===== src/rtl/core/mlp_pkg.sv =====
`default_nettype none
package mlp_pkg;

  localparam int unsigned N_MAX   = 4;
  localparam int unsigned IN_W    = 16;
  localparam int unsigned OUT_W   = 15;
  localparam int unsigned WGT_W   = 12;
  localparam int unsigned BIAS_W  = 16;
  localparam int unsigned BIAS_LSB = 48;
  localparam int unsigned FRAC_SH = 10;
  localparam int unsigned PROD_W  = WGT_W + IN_W;
  localparam int unsigned SUM_W   = PROD_W + 2;
  localparam int unsigned SHR_W   = SUM_W - FRAC_SH;
  localparam int unsigned RES_W   = SHR_W + 1;
  localparam int unsigned REG_W   = 64;
  localparam int unsigned REG_CNT = 2 * N_MAX;
  localparam int unsigned IDX_W   = $clog2(REG_CNT);
  localparam int unsigned ADDR_LSB = 3;
  localparam int unsigned ADDR_W  = IDX_W + ADDR_LSB;

  typedef logic [REG_W-1:0] nreg_t;
  typedef logic [N_MAX-1:0][REG_W-1:0] layer_regs_t;
  typedef logic [N_MAX-1:0][IN_W-1:0] xvec_t;
  typedef logic [N_MAX-1:0][OUT_W-1:0] yvec_t;

  function automatic logic signed [WGT_W-1:0] get_weight(input nreg_t r,
                                                         input int unsigned j);
    get_weight = $signed(r[WGT_W*j +: WGT_W]);
  endfunction

  function automatic logic signed [BIAS_W-1:0] get_bias(input nreg_t r);
    get_bias = $signed(r[BIAS_LSB +: BIAS_W]);
  endfunction

  // clamp negatives to zero, saturate positives to 15 bits unsigned
  function automatic logic [OUT_W-1:0] sat_relu(input logic signed [RES_W-1:0] v);
    logic [OUT_W-1:0] res;
    res = v[OUT_W-1:0];
    if (v[RES_W-1]) begin
      res = '0;
    end else if (|v[RES_W-2:OUT_W]) begin
      res = '1;
    end
    sat_relu = res;
  endfunction

endpackage
`default_nettype wire


===== src/rtl/core/mlp_cfg.sv =====
`default_nettype none
module mlp_cfg (
  input  wire logic                        clk,
  input  wire logic                        rst_n,
  input  wire logic                        psel,
  input  wire logic                        penable,
  input  wire logic                        pwrite,
  input  wire logic [mlp_pkg::ADDR_W-1:0]  paddr,
  input  wire logic [mlp_pkg::REG_W-1:0]   pwdata,
  output logic      [mlp_pkg::REG_W-1:0]   prdata,
  output logic                             pready,
  output mlp_pkg::layer_regs_t             hid_regs,
  output mlp_pkg::layer_regs_t             out_regs
);
  import mlp_pkg::*;

  nreg_t regs_r [REG_CNT];
  logic [IDX_W-1:0] idx;
  logic wr_en;

  assign idx    = paddr[ADDR_W-1:ADDR_LSB];
  assign wr_en  = psel && penable && pwrite;
  assign pready = 1'b1;
  assign prdata = regs_r[idx];

  always_ff @(posedge clk) begin
    if (!rst_n) begin
      for (int i = 0; i < REG_CNT; i++) begin
        regs_r[i] <= '0;
      end
    end else if (wr_en) begin
      regs_r[idx] <= pwdata;
    end
  end

  always_comb begin
    for (int i = 0; i < N_MAX; i++) begin
      hid_regs[i] = regs_r[i];
      out_regs[i] = regs_r[N_MAX + i];
    end
  end
endmodule
`default_nettype wire


===== config.mk =====
export PLATFORM = sky130hd
export DESIGN_NAME = mlp_cfg
export DESIGN_NICKNAME = d
export VERILOG_FILES = /design/src/rtl/core/mlp_pkg.sv /design/src/rtl/core/mlp_cfg.sv
export SDC_FILE = /design/constraint.sdc
export NUM_CORES = 1
export LEC_CHECK = 0
export BUFFER_PORTS_ARGS = -buffer_cell sky130_fd_sc_hd__clkbuf_2
export CORE_AREA = 2 2 250 252
export CTS_CLUSTER_DIAMETER = 200
export CTS_CLUSTER_SIZE = 10
export DETAILED_ROUTE_END_ITERATION = 10
export DIE_AREA = 0 0 252 254
export MAX_ROUTING_LAYER = met4
export SLEW_MARGIN = 30
export SYNTH_ARGS = -nofsm -noshare
export SYNTH_HDL_FRONTEND = slang
export SYNTH_SLANG_ARGS = --single-unit

===== constraint.sdc =====
create_clock -name clk -period 8.25 [get_ports clk]
set_input_delay 1.2375 -clock clk [delete_from_list [all_inputs] [get_ports clk]]
set_output_delay 1.2375 -clock clk [all_outputs]
set_load 0.02 [all_outputs]

==> summary.md <==
| Metric | Value |
|---|---|
| Via-to-Cell Ratio | 5.28 |
| Antenna Violating Nets Remaining | 0 |
| Core box area | 61,300 um^2 |
| Post-DP HPWL | 48,000 um |
| Post-Place Cell Area | 26,900 um^2 |
| Layout Area Growth over Synthesis | 23.7% |
| H-Tree Level Count | 2 |
| Final hold violation count | 0 |
| Count of maximum capacitance violations | 0 |
| Type of the worst min-delay path | in2reg |
| Number of antenna violations at the first check in global routing | 5 |
| Number of flip-flops and latches in the synthesized netlist | 512 |
| Area of the die | 64,000 um^2 |
| Post-route minimum period | 5.15 ns |
| Setup repair after global routing missed its margin | no |
| Main area contributors after synthesis | edfxtp_1, and2_1, mux4_2, mux2_2, mux4_1 |
| Static Leakage | 11.2 nW |
| Slew @ Worst Pin | 1.01 ns |
| Post-Route Utilization | 46.3% |
| Maximum clock path buffer count | 3 |
| Total length of routed wires | 78,200 um |
| Netlist area before placement | 22,900 um^2 |
| Nets | 2,046 |
| Most used flip-flop cell after synthesis | edfxtp_1 |
| Commonest cells in the netlist | and2_1, edfxtp_1, mux4_2, mux2_2, clkbuf_2 |
| Simple-Gate Fraction of Synth Area | 14.6% |
| Critical Path Fanout Max | 50 |
| Flip-flop and latch area | 15,400 um^2 |
| Total of fill cells in the finished design | 5,384 |
| Routed wire length per instance | 28.3 um |
| Syn_nets | 1,414 |
| Vias after detailed routing | 14,600 |
| Initial cell density of the core | 37.4% |
| Final slew viol count | 0 |
| Xor/xnor share of the synthesized area | 0% |
| Required time at the endpoint of the critical path | 7.01 ns |
| Kind of end point of the critical path | output pin |
| WHS Path Cells | 2 |
| Fraction of the mapped netlist area in compound gates | 0.109% |
| Arrival time at the worst endpoint | 3.91 ns |
| Count of buffers inserted at the top-level ports | 647 |
| Cells resized by post-CTS repair | 0 |
| Slew headroom | 32.5% |
| Post-route cell area | 28,400 um^2 |
| Vias in the first global route | 15,100 |
| Die span in x | 252 um |
| Startpoint of the most critical hold path | pwdata[14] |
| Overflow after GRT | 0 |
| Global placement routability congestion | 0.834 |
| Yosys top cell by area | edfxtp_1 |
| Worst min-delay path endpoint | regs_r[4][14]$_SDFFCE_PN0P_ |
| Post-route clock period utilization | 62.4% |
| Maximum number of pins on one net before global-route repair | 76 |
| Area share of the largest cell type after synthesis | 67.0% |
| Layout cell share with drive strength beyond 1 | 46.4% |
| Sequential element share of the synthesized area | 67.0% |
| Highest achievable clock rate | 194 MHz |
| Outcome | finished, final reports clean |
| Total of hold buffers inserted after clock tree synthesis | 0 |
| Synthesized area per cell | 17.1 um^2 |
| CTS tree | done |
| Site row count | 91 |
| Synth Area in Adders | 0% |
| Kind of start point of the critical path | input port |
| Num ports | 652 |
| Setup_tns | 0 ns |
| Clock buffer count from CTS | 57 |
| Cell total after placement | 2,701 |
| Number of synthesized flops with an enable pin | 512 |
| Remaining routing DRC violations | 0 |
| Area of the multi-input gates | 7110 um^2 |
| Number of library cell types mapped by synthesis | 29 |
| Die Y-Extent | 254 um |
| Register bank with the most flops | regs_r |
| Synth Warn # | 0 |
| Total of endpoints with negative setup slack in the final report | 0 |
| Post-Synthesis Cells | 1,339 |
| Initial DRC Count | 1,107 |
| Critical Setup Path Class | in2out |
| Final std cells w/o fill | 2,764 |
| Share of async-settable or async-resettable flops after synthesis | 0% |
| Total power per unit cell area | 214 nW/um^2 |
| Combinational family with the most area after synthesis | multiplexers |
| Gr usage total | 24.5% |
| Global-route wire length before repair | 109,000 um |
| Number of sinks on the clock net | 512 |
| Largest registers in the final layout | regs_r (512) |
| Root buffer cell | clkbuf_16 |
| Max IR drop VDD | 191 uV |
| Post-CTS clock slew at the launch and capture registers of the worst setup and hold paths | 0.07 ns |
| Number of flip-flops in the largest register | 512 |
| Detailed-router iteration count before antenna repair | 5 |
| Multiplexer share of the synthesized area | 15.9% |
| Post CTS Setup Buffer Count | 0 |
==> per-layer routing <==
metal	global-route usage [%]	routed length, um
met1	29.0	30100
met4	7.00	2100
met5	-	0
met2	41.4	39700
met3	6.36	6340
==> logic make-up (layout without fill, tap and decap cells) <==
kind of cell / Yosys count / in the layout
flip-flops: 512 / 512
AO/OA/AOI/OAI: 3 / 3
buffers and inverters: 96 / 727
AND/OR/NAND/NOR: 536 / 536
other: 1 / 5
multiplexers: 191 / 191
==> critical path: stages <==
cell and delay (ns):
clkbuf_8 0.32, buf_16 0.33, buf_4 0.69, mux4_1 0.66
mux2_2 0.28, clkbuf_2 0.18
==> layout make-up <==
type | instances | area share [%]
Inverter | 1 | 0.0132
Timing Repair Buffer | 668 | 12.1
Sequential cell | 512 | 54.2
Clock inverter | 1 | 0.0309
Clock buffer | 57 | 5.03
Multi-Input combinational cell | 731 | 25.1
Antenna cell | 4 | 0.0353
Tap cell | 790 | 3.48
==> where the power goes <==
group | total, W | switching [W] | internal [W]
clock network | 0.00216 | 0.000955 | 0.00120
registers | 0.00310 | 0.0000882 | 0.00301
logic | 0.000816 | 0.000539 | 0.000277
total | 0.00607 | 0.00158 | 0.00449
==> per-stage QoR <==
stage | setup WS, ns | power, W | hold WS, ns
2_1_floorplan | 4.28 | 0.00361 | 1.44
3_3_place_gp | 3.05 | 0.00396 | 1.60
3_5_place_dp | 2.96 | 0.00397 | 1.61
4_1_cts | 3.02 | 0.00611 | 0.971
5_1_grt | 2.93 | 0.00624 | 0.997
6_report | 3.10 | 0.00607 | 0.996
==> worst max-delay path by stage <==
| stage | start | endpoint | slack (ns) |
|---|---|---|---|
| finish | paddr[3] | prdata[18] | 3.10 |
| global route | paddr[3] | prdata[18] | 2.93 |
| CTS | paddr[3] | prdata[18] | 3.02 |
| detailed placement | paddr[3] | prdata[18] | 2.96 |
| global placement | paddr[3] | prdata[18] | 3.05 |
| floorplan | paddr[3] | regs_r[1][0]$_SDFFCE_PN0P_ | 4.28 |
==> cell usage in the layout (no fill, tap or decap), drive strengths merged <==
cell type	instances
clkbuf	702
conb	1
and4	1
nand4	1
nand2b	8
nor2	1
diode	4
edfxtp	512
and3	4
buf	23
mux4	127
nor4	2
and2	512
a21o	1
a21boi	1
nand3b	1
inv	2
nor3	2
mux2	63
nor2b	2
o32a	1
mux2i	1
nand2	2
Note: power is estimated with default switching activity, not from simulation.
